File: src/rtl/core/esae_pkg.sv
`default_nettype none
package esae_pkg;

  localparam int ENC_W      = 16;
  localparam int DIV_W      = 9;
  localparam int CNT_W      = 14;
  localparam int GAIN_W     = 16;
  localparam int PP_W       = 5;
  localparam int DELTA_W    = 14;
  localparam int MECH_W     = 22;
  localparam int ELEC_W     = 26;
  localparam int ANGLE_W    = 16;
  localparam int TICK_W     = 8;
  localparam int Q_SHIFT    = 8;
  localparam int CFG_IDX_W  = 3;
  localparam int CFG_DATA_W = 16;

  typedef enum logic [CFG_IDX_W-1:0] {
    REG_SAMPLE_DIVIDER = 3'd0,
    REG_COUNTS_PER_REV = 3'd1,
    REG_ELEC_COUNTS    = 3'd2,
    REG_SPEED_GAIN     = 3'd3,
    REG_POLE_PAIRS     = 3'd4
  } cfg_reg_t;

  typedef enum logic [3:0] {
    ST_IDLE = 4'b0001,
    ST_SEL  = 4'b0010,
    ST_CALC = 4'b0100,
    ST_DONE = 4'b1000
  } state_t;

endpackage
`default_nettype wire

File: src/rtl/core/esae_ser_mul.sv
`default_nettype none
// Radix-2 shift-add multiplier: signed a times unsigned b, one bit of b per cycle.
module esae_ser_mul #(
  parameter int AW = 14,
  parameter int BW = 16
) (
  input  wire logic                 clk,
  input  wire logic                 rst,
  input  wire logic                 start,
  input  wire logic signed [AW-1:0] a,
  input  wire logic [BW-1:0]        b,
  output logic                      busy,
  output logic                      done,
  output logic signed [AW+BW-1:0]   prod
);
  localparam int CW = $clog2(BW + 1);

  logic signed [AW-1:0] a_r;
  logic [AW-1:0]        hi;
  logic [BW-1:0]        lo;
  logic [CW-1:0]        cnt;
  logic [AW:0]          sum;

  always_comb begin
    sum = {hi[AW-1], hi} + (lo[0] ? {a_r[AW-1], a_r} : '0);
  end

  always_ff @(posedge clk) begin
    if (rst) begin
      busy <= 1'b0;
      done <= 1'b0;
      cnt  <= '0;
    end else begin
      done <= 1'b0;
      if (start) begin
        busy <= 1'b1;
        cnt  <= '0;
      end else if (busy) begin
        cnt <= cnt + CW'(1);
        if (cnt == CW'(BW - 1)) begin
          busy <= 1'b0;
          done <= 1'b1;
        end
      end
    end
  end

  always_ff @(posedge clk) begin
    if (start) begin
      a_r <= a;
      hi  <= '0;
      lo  <= b;
    end else if (busy) begin
      hi <= sum[AW:1];
      lo <= {sum[0], lo[BW-1:1]};
    end
  end

  assign prod = $signed({hi, lo});

endmodule
`default_nettype wire

File: src/rtl/core/esae_frac_div.sv
`default_nettype none
// Restoring divider, one quotient bit per cycle. Divides count * 2^16 by the
// modulus; the low 16 quotient bits are the turn fraction of (count mod modulus).
module esae_frac_div (
  input  wire logic                          clk,
  input  wire logic                          rst,
  input  wire logic                          start,
  input  wire logic [esae_pkg::ENC_W-1:0]    count,
  input  wire logic [esae_pkg::CNT_W-1:0]    modulus,
  output logic                               done,
  output logic [esae_pkg::ANGLE_W-1:0]       frac
);
  import esae_pkg::*;

  localparam int STEPS = ENC_W + ANGLE_W;
  localparam int SW    = $clog2(STEPS);

  logic [STEPS-1:0] dvd;
  logic [CNT_W-1:0] dsr;
  logic [CNT_W-1:0] rem;
  logic [ANGLE_W-1:0] quo;
  logic             zero_mod;
  logic             busy;
  logic [SW-1:0]    cnt;
  logic [CNT_W:0]   rem2;
  logic [CNT_W:0]   diff;
  logic             qbit;

  always_comb begin
    rem2 = {rem, dvd[STEPS-1]};
    diff = rem2 - {1'b0, dsr};
    qbit = (rem2 >= {1'b0, dsr});
  end

  always_ff @(posedge clk) begin
    if (rst) begin
      busy <= 1'b0;
      done <= 1'b0;
      cnt  <= '0;
    end else begin
      done <= 1'b0;
      if (start) begin
        busy <= 1'b1;
        cnt  <= '0;
      end else if (busy) begin
        cnt <= cnt + SW'(1);
        if (cnt == SW'(STEPS - 1)) begin
          busy <= 1'b0;
          done <= 1'b1;
        end
      end
    end
  end

  always_ff @(posedge clk) begin
    if (start) begin
      dvd      <= {count, {ANGLE_W{1'b0}}};
      dsr      <= modulus;
      zero_mod <= (modulus == '0);
      rem      <= '0;
      quo      <= '0;
    end else if (busy) begin
      dvd <= {dvd[STEPS-2:0], 1'b0};
      rem <= qbit ? diff[CNT_W-1:0] : rem2[CNT_W-1:0];
      quo <= {quo[ANGLE_W-2:0], qbit};
    end
  end

  // zero modulus reads as angle zero
  assign frac = zero_mod ? '0 : quo;

endmodule
`default_nettype wire

File: src/rtl/core/encoder_speed_angle_estimator_top.sv
`default_nettype none
// A sample tick moves the FSM through ST_SEL, ST_CALC and ST_DONE before its result
// is registered; the 32-step bit-serial angle dividers set the length of ST_CALC.
// in_stall is held from ST_SEL to ST_DONE, so no new tick is taken until the result
// leaves ST_DONE; while idle, non-sample ticks are taken one per cycle.
// A finished result waits in the output register while the next tick is taken.
// Reset (synchronous, active high) restores register defaults and clears state.
module encoder_speed_angle_estimator_top (
  input  wire logic                                  clk,
  input  wire logic                                  rst,
  input  wire logic                                  cfg_write,
  input  wire logic [esae_pkg::CFG_IDX_W-1:0]        cfg_index,
  input  wire logic [esae_pkg::CFG_DATA_W-1:0]       cfg_data,
  input  wire logic                                  in_valid,
  output logic                                       in_stall,
  input  wire logic [esae_pkg::ENC_W-1:0]            encoder_count,
  output logic                                       out_valid,
  input  wire logic                                  out_stall,
  output logic signed [esae_pkg::DELTA_W-1:0]        count_delta,
  output logic                                       delta_fresh,
  output logic signed [esae_pkg::MECH_W-1:0]         mech_speed,
  output logic signed [esae_pkg::ELEC_W-1:0]         elec_speed,
  output logic [esae_pkg::ANGLE_W-1:0]               mech_angle,
  output logic [esae_pkg::ANGLE_W-1:0]               elec_angle
);
  import esae_pkg::*;

  localparam int CW   = ENC_W + 2;
  localparam int P1W  = DELTA_W + GAIN_W;
  localparam int P2W  = MECH_W + PP_W;

  // configuration
  logic [DIV_W-1:0]  sample_divider;
  logic [CNT_W-1:0]  counts_per_rev;
  logic [CNT_W-1:0]  elec_counts;
  logic [GAIN_W-1:0] speed_gain;
  logic [PP_W-1:0]   pole_pairs;

  state_t state;
  logic [TICK_W-1:0]        tick_count;
  logic [ENC_W-1:0]         prev_count;
  logic [ENC_W-1:0]         enc_reg;
  logic [ENC_W-1:0]         d_reg;
  logic signed [DELTA_W-1:0] last_delta;
  logic                     fresh;

  logic [DIV_W-1:0] div_eff;
  logic             sample_tick;
  logic             in_xfer;
  logic             out_free;

  logic signed [CW-1:0]      c0, c1, c2, n_s;
  logic                      q0, q1, q2;
  logic signed [DELTA_W-1:0] delta_next;

  logic                      start;
  logic                      m1_busy, m1_done, m2_busy, m2_done;
  logic signed [P1W-1:0]     m1_prod;
  logic signed [P2W-1:0]     m2_prod;
  logic signed [MECH_W-1:0]  mech_val;
  logic signed [ELEC_W-1:0]  elec_val;
  logic                      md_done, ed_done;
  logic [ANGLE_W-1:0]        mech_frac, elec_frac;

  function automatic logic qualifies(input logic signed [CW-1:0] c,
                                     input logic signed [CW-1:0] n);
    logic signed [CW:0] tc;
    logic signed [CW:0] nn;
    tc = {c, 1'b0};
    nn = {n[CW-1], n};
    return (tc > -nn) && (tc < nn);
  endfunction

  always_ff @(posedge clk) begin
    if (rst) begin
      sample_divider <= DIV_W'(40);
      counts_per_rev <= CNT_W'(5000);
      elec_counts    <= CNT_W'(1250);
      speed_gain     <= GAIN_W'(20588);
      pole_pairs     <= PP_W'(4);
    end else if (cfg_write) begin
      case (cfg_reg_t'(cfg_index))
        REG_SAMPLE_DIVIDER: sample_divider <= cfg_data[DIV_W-1:0];
        REG_COUNTS_PER_REV: counts_per_rev <= cfg_data[CNT_W-1:0];
        REG_ELEC_COUNTS:    elec_counts    <= cfg_data[CNT_W-1:0];
        REG_SPEED_GAIN:     speed_gain     <= cfg_data[GAIN_W-1:0];
        REG_POLE_PAIRS:     pole_pairs     <= cfg_data[PP_W-1:0];
        default: ;
      endcase
    end
  end

  always_comb begin
    if (sample_divider == '0) begin
      div_eff = DIV_W'(1);
    end else if (sample_divider > DIV_W'(256)) begin
      div_eff = DIV_W'(256);
    end else begin
      div_eff = sample_divider;
    end
    sample_tick = ({1'b0, tick_count} + DIV_W'(1)) >= div_eff;
  end

  assign in_stall = (state != ST_IDLE);
  assign in_xfer  = in_valid && !in_stall;
  assign out_free = !out_valid || !out_stall;

  // wrap-corrected delta: at most one of the three candidates can qualify
  always_comb begin
    n_s = $signed({{(CW - CNT_W){1'b0}}, counts_per_rev});
    c0  = $signed({{(CW - ENC_W){d_reg[ENC_W-1]}}, d_reg});
    c1  = c0 + n_s;
    c2  = c0 - n_s;
    q0  = qualifies(c0, n_s);
    q1  = qualifies(c1, n_s);
    q2  = qualifies(c2, n_s);
    if (q2) begin
      delta_next = c2[DELTA_W-1:0];
    end else if (q1) begin
      delta_next = c1[DELTA_W-1:0];
    end else if (q0) begin
      delta_next = c0[DELTA_W-1:0];
    end else begin
      delta_next = last_delta;
    end
  end

  assign start = (state == ST_SEL);

  always_ff @(posedge clk) begin
    if (rst) begin
      state      <= ST_IDLE;
      tick_count <= '0;
      prev_count <= '0;
      last_delta <= '0;
      out_valid  <= 1'b0;
    end else begin
      case (state)
        ST_IDLE: begin
          if (in_xfer) begin
            if (sample_tick) begin
              tick_count <= '0;
              prev_count <= encoder_count;
              state      <= ST_SEL;
            end else begin
              tick_count <= tick_count + TICK_W'(1);
            end
          end
        end
        ST_SEL: begin
          last_delta <= delta_next;
          state      <= ST_CALC;
        end
        ST_CALC: begin
          if (md_done) begin
            state <= ST_DONE;
          end
        end
        ST_DONE: begin
          if (out_free) begin
            state <= ST_IDLE;
          end
        end
        default: state <= ST_IDLE;
      endcase

      if (state == ST_DONE && out_free) begin
        out_valid <= 1'b1;
      end else if (!out_stall) begin
        out_valid <= 1'b0;
      end
    end
  end

  always_ff @(posedge clk) begin
    if (in_xfer && sample_tick) begin
      enc_reg <= encoder_count;
      d_reg   <= encoder_count - prev_count;
    end
    if (state == ST_SEL) begin
      fresh <= q0 || q1 || q2;
    end
  end

  esae_ser_mul #(.AW(DELTA_W), .BW(GAIN_W)) u_mech_mul (
    .clk   (clk),
    .rst   (rst),
    .start (start),
    .a     (delta_next),
    .b     (speed_gain),
    .busy  (m1_busy),
    .done  (m1_done),
    .prod  (m1_prod)
  );

  // floor divide by 256 is the arithmetic shift
  assign mech_val = m1_prod[MECH_W+Q_SHIFT-1:Q_SHIFT];

  esae_ser_mul #(.AW(MECH_W), .BW(PP_W)) u_elec_mul (
    .clk   (clk),
    .rst   (rst),
    .start (m1_done),
    .a     (mech_val),
    .b     (pole_pairs),
    .busy  (m2_busy),
    .done  (m2_done),
    .prod  (m2_prod)
  );

  always_comb begin
    if (m2_prod[P2W-1:ELEC_W-1] == '0 || m2_prod[P2W-1:ELEC_W-1] == '1) begin
      elec_val = m2_prod[ELEC_W-1:0];
    end else if (m2_prod[P2W-1]) begin
      elec_val = {1'b1, {(ELEC_W - 1){1'b0}}};
    end else begin
      elec_val = {1'b0, {(ELEC_W - 1){1'b1}}};
    end
  end

  esae_frac_div u_mech_div (
    .clk     (clk),
    .rst     (rst),
    .start   (start),
    .count   (enc_reg),
    .modulus (counts_per_rev),
    .done    (md_done),
    .frac    (mech_frac)
  );

  esae_frac_div u_elec_div (
    .clk     (clk),
    .rst     (rst),
    .start   (start),
    .count   (enc_reg),
    .modulus (elec_counts),
    .done    (ed_done),
    .frac    (elec_frac)
  );

  always_ff @(posedge clk) begin
    if (state == ST_DONE && out_free) begin
      count_delta <= last_delta;
      delta_fresh <= fresh;
      mech_speed  <= mech_val;
      elec_speed  <= elec_val;
      mech_angle  <= mech_frac;
      elec_angle  <= elec_frac;
    end
  end

  // both multiplies must be finished before the angle dividers complete
  a_mul_before_div: assert property (@(posedge clk) disable iff (rst)
    md_done |-> !m1_busy && !m2_busy && !m2_done)
    else $error("speed multiply still running at divider completion");

  a_div_lockstep: assert property (@(posedge clk) disable iff (rst)
    md_done == ed_done)
    else $error("angle dividers out of step");

  a_sample_to_sel: assert property (@(posedge clk) disable iff (rst)
    in_xfer && sample_tick |=> state == ST_SEL)
    else $error("sample tick did not start a calculation");

  a_out_from_done: assert property (@(posedge clk) disable iff (rst)
    $rose(out_valid) |-> $past(state) == ST_DONE)
    else $error("result presented without a finished calculation");

endmodule
`default_nettype wire
File: config.mk
export PLATFORM = sky130hd
export DESIGN_NAME = encoder_speed_angle_estimator_top
export DESIGN_NICKNAME = d
export VERILOG_FILES = /design/src/rtl/core/esae_pkg.sv /design/src/rtl/core/esae_ser_mul.sv /design/src/rtl/core/esae_frac_div.sv /design/src/rtl/core/encoder_speed_angle_estimator_top.sv
export SDC_FILE = /design/constraint.sdc
export NUM_CORES = 1
export LEC_CHECK = 0
export ABC_AREA = 1
export BUFFER_PORTS_ARGS = -buffer_cell sky130_fd_sc_hd__buf_2
export CORE_MARGIN = 2
export CORE_UTILIZATION = 25
export DETAILED_ROUTE_END_ITERATION = 8
export GPL_TIMING_DRIVEN = 0
export SYNTH_ARGS = -nofsm -noshare
export SYNTH_HDL_FRONTEND = slang
export SYNTH_HIERARCHICAL = 1
export SYNTH_SLANG_ARGS = --single-unit
export TNS_END_PERCENT = 20
File: constraint.sdc
create_clock -name clk -period 14.7 [get_ports clk]
set_input_delay 0.735 -clock clk [delete_from_list [all_inputs] [get_ports clk]]
set_output_delay 0.735 -clock clk [all_outputs]
set_load 0.01 [all_outputs]
* Word-level counts from Yosys, hierarchy flattened *
Cells that the tools add are included.

operators by class
  $add $sub $neg = 14
  magnitude comparators = 10
  equal/unequal tests = 19
  multiplexer cells = 41
  bitwise logic cells = 2
  reduce and logical (&&, ||, !) cells = 34

operators by type and width
  cell                   count
  $mux W32               4
  $mux W14               5
  $mux W26               2
  $gt A18 B19 Y1         2
  $lt A18 B15 Y1         2
  $mux W16               2
  $ge A15 B14 Y1         2
  $logic_not A14 Y1      2
  $sub A14 B14 Y14       2
  $add A23 B23 Y23       1
  $mux W23               1
  $gt A17 B19 Y1         1
  $neg A14 Y19           1
  $mux W9                2
  $add A16 B15 Y17       1
  $lt A17 B15 Y1         1
  $sub A16 B15 Y17       1
  $mux W1                16
  $mux W4                4
  $pmux W4 S4            1
  $sub A16 B16 Y16       1
  $add A15 B15 Y15       1
  $add A5 B1 Y5 const B  3
  $mux W15               1
  33 further kinds       61

word-level totals
  bits in registers = 468
  input port bits = 40
  output and inout bits = 97

* Depth between registers and ports, before layout *
Gate-level depths: netlist of the first run.

  depth in word-level cells = 7
  gate-level depth with buffers = 30
  gate-level depth less buffers = 28

* By module *
The synthesis of the first run kept the hierarchy.

modules (own cells, without submodules)
  module                             instances  cells each  area each (µm²)  seq. area each (µm²)
  encoder_speed_angle_estimator_top  1          1668        13874.6          5865.6
  esae_frac_div                      2          467         3553.4           1671.6
  esae_ser_mul at u_elec_mul         1          538         3652.3           1351.3
  esae_ser_mul at u_mech_mul         1          376         2819.0           1321.3

* Worst setup path after synthesis of the first run *
Ideal clock, no wire load.

  path type = input to register
  start point = input out_stall
  end point = register count_delta[0] in the netlist's numbering, enable pin
  library setup time = 0.549 ns
  arrival time = 4.817 ns
  path slack = 9.334 ns
  stages = 3
  cells stage by stage = nand2_1 > inv_1 > nor2_1

on the way
  longest elaborated chain between the ends = 3

RTL lines
  element               RTL line                                  text
  start, declared       encoder_speed_angle_estimator_top.sv:18   input wire logic out_stall,
  $logic_not A1 Y1      --
  $logic_or A1 B1 Y1    encoder_speed_angle_estimator_top.sv:106  assign out_free = !out_valid || !out_stall;
  $logic_and A1 B1 Y1   encoder_speed_angle_estimator_top.sv:241  if (state == ST_DONE && out_free) begin
  end signal, assigned  encoder_speed_angle_estimator_top.sv:242  count_delta <= last_delta;
  end, declared         encoder_speed_angle_estimator_top.sv:19   output logic signed [esae_pkg::DELTA_W-1:0] count_delta,

No other way between the ends.
A chain may end at the register's enable or synchronous reset.

* Worst setup path in the final report of the first run *
  start point = register counts_per_rev[1]
  end point = register u_mech_mul.a_r[8] (data pin)

on the way
  longest elaborated chain between the ends = 6
  elaborated cells between the ends (all ways) = 15
  classes of those cells = add/sub: 3; order compare: 6; mux: 3; reduce/logical: 3

RTL lines
  element                 RTL line                                  text
  start, declared         encoder_speed_angle_estimator_top.sv:34   logic [CNT_W-1:0] counts_per_rev;
  start signal, assigned  encoder_speed_angle_estimator_top.sv:84   REG_COUNTS_PER_REV: counts_per_rev <= cfg_data[CNT_W-1:0];
  $neg A14 Y19            encoder_speed_angle_estimator_top.sv:71   return (tc > -nn) && (tc < nn);
  $gt A17 B19 Y1          encoder_speed_angle_estimator_top.sv:71
  $logic_and A1 B1 Y1     encoder_speed_angle_estimator_top.sv:71
  $mux W14                encoder_speed_angle_estimator_top.sv:121  end else if (q0) begin
  $mux W14                encoder_speed_angle_estimator_top.sv:119  end else if (q1) begin
  $mux W14 (*)            encoder_speed_angle_estimator_top.sv:117  if (q2) begin
  via delta_next[8]       encoder_speed_angle_estimator_top.sv:54   logic signed [DELTA_W-1:0] delta_next;
  end signal, assigned    esae_ser_mul.sv:50                        a_r <= a;
  end, declared           esae_ser_mul.sv:18                        logic signed [AW-1:0] a_r;

The timed path passes the listed nets; every way through them passes the cells marked *.

==> reports/qor.yml, run 1 <==
grt:
  grt_max_degree: 60
  grt_pass1_vias: 21800
  track_usage_pct: 13.3
  grt_overflow_total: 0
  antenna_found_initial: 4
  grt_pass1_wl_um: 119000
critical_path:
  critPathCaptureType: "register"
  worst-setup-path-type: "reg -> reg"
  cp-start-kind: "register"
  cp_slowest_cell: "nor3_1"
  path_cells: "inv_1, ha_1, nand3_1, nor3_1, nand4_1, nor2_1, nand4_1, nor2_1, ha_1, nand2_1, nor2_1, nand4_1, nor2_1, o21ai_1, nand3_1, nand2_1, a21oi_1, nand2_4, buf_6, nand3_1, nand2_1"
  path_delay_family: "simple AND/OR/NAND/NOR gates"
  cp_slowest_stage_delay_ns: 0.41
  required_ns: 15.02
  path_buf_inv: 2
  path_max_fanout: 10
  cp.arrival_ns: 5.16
  worst_path_most_repeated_cell: "nor2_1"
sta:
  rsz0062_at_grt: "false"
  finalCritPeriodShare_pct: 33.0
  worstMarginPinSlew_ns: 0.965
  max_freq_mhz: 206
  min_period_ns: 4.84
  final_max_slew_viol_count: 0
  setup_viol: 0
  relSlewSlack_pct: 35.6
  fin_tns_setup_ns: 0
  hold_viol: 0
  finClkSkew_ns: 0.0301
  setup_ws_ns: 9.86
layout:
  drive_above_1_share_pct: 11.3
  antenna_cells: 0
  regMostFlops: "elec_speed"
  nNetsFinal: 3974
  fill_cells: 11500
  final_cells: 5166
  syn_to_final_growth_pct: 16.3
  largest_reg_flops: 26
yosys:
  synthesis.nets: 3778
  synth_area_mm2: 0.0274
  yosysWarnings: 6
  avgSynthCellArea_um2: 7.80
  syn_inst: 3512
die:
  io-pin-count: 137
  core-area_mm2: 0.109
  dieArea_mm2: 0.112
  rows: 121
  die_height_um: 335
  initial_core_util_pct: 25.2
  die_x_um: 335
placement:
  pre_cts_ws_ns: 9.99
  dp_hpwl_um: 59200
  gp_congestion: 0.910
  io_buffer_count: 136
  dp.cells: 5067
drt:
  via_per_inst: 4.40
  route.detailed.drc: 0
  drtIter0Drc: 1616
  firstDrtPassIters: 5
  drt_wl_total_um: 75500
  vias: 22700
  post_drt_wl_per_cell_um: 14.6
  antenna_left: 0
power_and_ir_drop:
  swShare_pct: 25.0
  seq_power_share_pct: 44.9
  p_switching_mw: 0.807
  power_leakage_nw: 15.1
  p_int_mw: 2.42
  cellPowerDensity_mw_per_mm2: 101
  clkPwrFrac_pct: 44.1
  combPwrFrac_pct: 11.0
  vdd_drop_max_uv: 76.2
clock_network:
  cts_setup_buffers: 0
  insertion_delay_ns: 0.60
  clock_sinks: 468
  h-tree-depth: 2
  clkTransAtPathRegs_ns: 0.06
  numCtsBuffers: 52
  cts.path.max_buffers: 3
  root_buffer: "clkbuf_16"
  cts_tree: "built"
  postCtsResizedCells: 0
  postCtsHoldBufs: 0
min_path:
  hold_path_class: "in -> reg"
flow_run:
  cap_violations: 0
outcome:
  status: "finished, final reports clean"
[cells in the final DEF, fill, tap and decap left out, types with 37 or more instances in the layout]
master and n:
clkbuf_1 54, buf_2 152, clkbuf_16 55, ha_1 219, inv_2 37, nand4_1 59
dfxtp_1 221, a21oi_1 169, nor2_1 268, o21ai_0 97, nand2_1 1078, nand2_2 47
edfxtp_1 247, inv_1 483, xor2_1 57, nand3_1 181
[layer usage]
| metal | share of wire [%] | vias to the layer above | global-route usage (%) |
|---|---|---|---|
| met5 | 0.041 | - | 0 |
| li1 | - | 11700 | - |
| met1 | 46 | 10400 | 17.6 |
| met2 | 46 | 444 | 22.2 |
| met4 | 3.3 | 6 | 4.61 |
| met3 | 4.3 | 126 | 1.78 |
[worst reg2reg max path, cell delays in order, from the launching register on]
cell and delay, ns:
dfxtp_1 0.40, inv_1 0.28, ha_1 0.24, nand3_1 0.16, nor3_1 0.41, nand4_1 0.24, nor2_1 0.30, nand4_1 0.24
nor2_1 0.31, ha_1 0.27, nand2_1 0.09, nor2_1 0.15, nand4_1 0.22, nor2_1 0.16, o21ai_1 0.16, nand3_1 0.11
nand2_1 0.06, a21oi_1 0.22, nand2_4 0.16, buf_6 0.19, nand3_1 0.11, nand2_1 0.09
[cell type report]
type	instances	area, um2	area share [%]
multi-input cells	2426	13100	41.1
flip-flops and latches	468	11800	37.1
inverters	530	1990	6.25
well taps	1414	1770	5.55
clock buffers	71	1500	4.69
repair buffers	142	806	2.53
plain buffers	88	479	1.50
clock inverters	27	395	1.24
[worst paths after layout]
kind / startpoint / endpoint / slack (ns) / cells after the start
setup reg to reg: counts_per_rev[1]$_SDFFE_PP0P_ / u_mech_mul/a_r[8]$_DFFE_PP_ / 9.86 / 21
hold / removal: encoder_count[0] / enc_reg[0]$_DFFE_PP_ / 0.39 / 1
hold reg to reg: last_delta[6]$_SDFFE_PP0P_ / count_delta[6]$_DFFE_PP_ / 0.43 / 0
setup / recovery: counts_per_rev[1]$_SDFFE_PP0P_ / u_mech_mul/a_r[8]$_DFFE_PP_ / 9.86 / 21
[metrics by stage]
stage               power, mW  cell area [um2]  hold slack (ns)  utilization [%]
floorplan                1.72            27400            0.400                -
global placement         1.82            29900            0.411             27.4
detailed placement       1.83            30000            0.429             27.5
CTS                      3.27            31900            0.338             29.3
global route             3.38            31900            0.363             29.3
finish                   3.23            31900            0.390             29.3
[power by group through the flow]
stage          Clock, mW  Combinational [mW]  Sequential (mW)
2_1_floorplan          0               0.251             1.47
3_3_place_gp           0               0.346             1.48
3_5_place_dp           0               0.352             1.48
4_1_cts             1.47               0.354             1.45
5_1_grt             1.52               0.406             1.45
6_report            1.42               0.353             1.45
No activity file was read; power rests on OpenSTA's default activity.
==> run 2: changes to the inputs <==
==> constraint.sdc (replaced) <==
create_clock -name clk -period 4.45 [get_ports clk]
set_input_delay 0.2225 -clock clk [delete_from_list [all_inputs] [get_ports clk]]
set_output_delay 0.2225 -clock clk [all_outputs]
set_load 0.01 [all_outputs]
==> run 2 against run 1 <==
Net effect: first-iteration DRC count decreased by 13%; clock power increased to 3.0 times the previous value; critical path depth increased by 3; via count increased by 1.2%; global-route usage decreased by 0.11 points; count of clock-buffer cells in the layout increased by 3; register-to-register slack got worse by 9.7 ns; core utilization increased by 0.53 points; critical endpoint is now u_mech_mul/a_r[7]$_DFFE_PP_; highest routed layer is now met4.
==> reports/qor.yml, run 2 (synthesized netlist as in run 1, its figures left out) <==
drt:
  via_per_inst: 4.40  # about the same
  drt_wl_total_um: 76400  # +1.1%
  antenna_left: 0  # unchanged
  post_drt_wl_per_cell_um: 14.6  # about the same
  drtIter0Drc: 1409  # -13%
  firstDrtPassIters: 5  # unchanged
  vias: 23000  # +1.2%
  route.detailed.drc: 0  # unchanged
placement:
  io_buffer_count: 136  # unchanged
  dp_hpwl_um: 59200  # about the same
  gp_congestion: 0.904  # -0.68%
  postPlaceCellArea_mm2: 0.0299  # about the same
sta:
  min_period_ns: 4.25  # -0.594 ns
  max_freq_mhz: 235  # +14%
  relSlewSlack_pct: 34.1  # -1.5 points
  finClkSkew_ns: 0.0297  # -0.000465 ns
  final_max_slew_viol_count: 0  # unchanged
  hold_viol: 0  # unchanged
  setup_viol: 0  # unchanged
  finalCritPeriodShare_pct: 95.5  # +63 points
  hold_slack_ns: 0.0509  # -0.339 ns
  worstMarginPinSlew_ns: 0.988  # +0.0231 ns
die:
  die_height_um: 335  # unchanged
  io-pin-count: 137  # unchanged
  dieArea_mm2: 0.112  # unchanged
  core-area_mm2: 0.109  # unchanged
  die_x_um: 335  # unchanged
  initial_core_util_pct: 25.2  # unchanged
  rows: 121  # unchanged
power_and_ir_drop:
  swShare_pct: 26.2  # +1.1 points
  clkPwrFrac_pct: 41.5  # -2.6 points
  p_switching_mw: 2.68  # +230%
  combPwrFrac_pct: 11.9  # +0.9 points
  p_int_mw: 7.58  # +210%
  vdd_drop_max_uv: 213  # +180%
  power_leakage_nw: 15.3  # +1.2%
  seq_power_share_pct: 46.7  # +1.8 points
  cellPowerDensity_mw_per_mm2: 316  # +210%
clock_network:
  root_buffer: "clkbuf_16"
  numCtsBuffers: 51  # -1.9%
  h-tree-depth: 2  # unchanged
  clkTransAtPathRegs_ns: 0.06  # about the same
  insertion_delay_ns: 0.61  # about the same
  cts_tree: "built"
  cts.path.max_buffers: 3  # unchanged
  clock_sinks: 468  # unchanged
critical_path:
  cp-start-kind: "register"
  path_max_fanout: 10  # unchanged
  critPathCaptureType: "register"
  worst-setup-path-type: "reg -> reg"
  r2r_slack_ns: 0.20  # -9.66 ns
  cp.arrival_ns: 4.60  # -0.56 ns
  required_ns: 4.80  # -10.22 ns
layout:
  final_area_mm2: 0.0325  # +1.8%
  regMostFlops: "elec_speed"
  fin_util_pct: 29.8  # +0.53 points
  final_common_cell: "nand2_1"
  layout_common_cells: "nand2_1 (1078), inv_1 (472), nor2_1 (259)"
  syn_to_final_growth_pct: 18.4
  drive_above_1_share_pct: 13.0  # +1.7 points
  fill_cells: 11600  # +0.88%
  nNetsFinal: 4033  # +1.5%
  largest_reg_flops: 26  # unchanged
grt:
  grt_pass1_wl_um: 118000  # -0.92%
  grt_pass1_vias: 21900  # +0.26%
  track_usage_pct: 13.2  # -0.11 points
  grt_max_degree: 60  # unchanged
  antenna_found_initial: 2  # -2
  grt_overflow_total: 0  # unchanged
min_path:
  hold_path_class: "in -> reg"
outcome:
  status: "finished, final reports clean"
flow_run:
  cap_violations: 0  # unchanged
[run 2: cell types whose count changed in the layout (fill, tap and decap cells not counted), moves of 8 or more]
cell           before  now
nor2_1            268  259
inv_1             483  472
dfxtp_1           221  213
xor2_1             57   49
buf_4               9   35
dlygate4sd3_1       0   34
[run 2: metal layers]
metal,vias to the layer above,routed length [um],GRT usage [%]
li1,11800,-,-
met1,10600,34900,17.2
met2,480,35800,22.5
met3,110,3650,1.93
met4,0,2050,4.11
met5,-,0,0
[run 2: timing repair]
item,CTS,global route
gates resized for setup,7,52
pin swaps,1,11
cloned,0,0
hold endpoints to repair,78,0
endpoints found under the setup margin,29,29
buffers inserted,1,26
hold buffers,34,0
[run 2: per-stage QoR]
step | instances | power, mW | setup TNS [ns] | setup WS (ns)
floorplan | 3512 | 5.68 | 0 | 0.616
global placement | 5062 | 6.02 | -229.76 | -1.46
detailed placement | 5066 | 6.05 | -5.21 | -0.275
CTS | 5197 | 10.4 | 0 | 0.0146
global route | 5225 | 10.7 | -0.129 | -0.0381
finish | 5226 | 10.3 | 0 | 0.200
[run 2: worst paths after layout]
path | start | cells after the start | to
worst min register to register | last_delta[5]$_SDFFE_PP0P_ | 0 | count_delta[5]$_DFFE_PP_
worst max-delay path | d_reg[0]$_DFFE_PP_ | 24 | u_mech_mul/a_r[7]$_DFFE_PP_
worst min-delay path | cfg_index[2] | 5 | pole_pairs[2]$_SDFFE_PP1P_
worst max register to register | d_reg[0]$_DFFE_PP_ | 24 | u_mech_mul/a_r[7]$_DFFE_PP_
[run 2: area by class of cell]
type	count	area, um2	share of cell area, %
Sequential cell	468	11900	36.5
Buffer	88	483	1.49
Multi-Input combinational cell	2426	13300	41.0
Inverter	530	2010	6.18
Timing Repair Buffer	202	1350	4.15
Clock buffer	74	1470	4.54
Clock inverter	22	220	0.679
Tap cell	1414	1770	5.45
Antenna cell	2	5.00	0.0154
[run 2: worst max-delay path, stage by stage, from the launching register on]
cell and delay, ns:
edfxtp_1 0.55, inv_2 0.09, ha_1 0.22, fa_2 0.37
o21ai_2 0.17, nand2_1 0.08, nand2_2 0.11, nand2_2 0.08
nand2_1 0.09, inv_1 0.05, a21oi_2 0.16, inv_1 0.11
ha_1 0.30, nand2_1 0.08, nor2_2 0.14, nand4_1 0.23
nor2_1 0.19, o21ai_2 0.12, nand3_1 0.09, nand2_1 0.06
a21oi_2 0.16, nand2_4 0.13, buf_6 0.18, nand3_1 0.12
nand2_1 0.08
[run 2: power groups by stage]
stage / Sequential, mW / Combinational, mW / Clock, mW
after CTS: 4.79 / 1.20 / 4.40
after global routing: 4.80 / 1.39 / 4.56
after global placement: 4.88 / 1.14 / 0
after detailed placement: 4.88 / 1.17 / 0
after floorplan: 4.85 / 0.830 / 0
final: 4.79 / 1.22 / 4.26
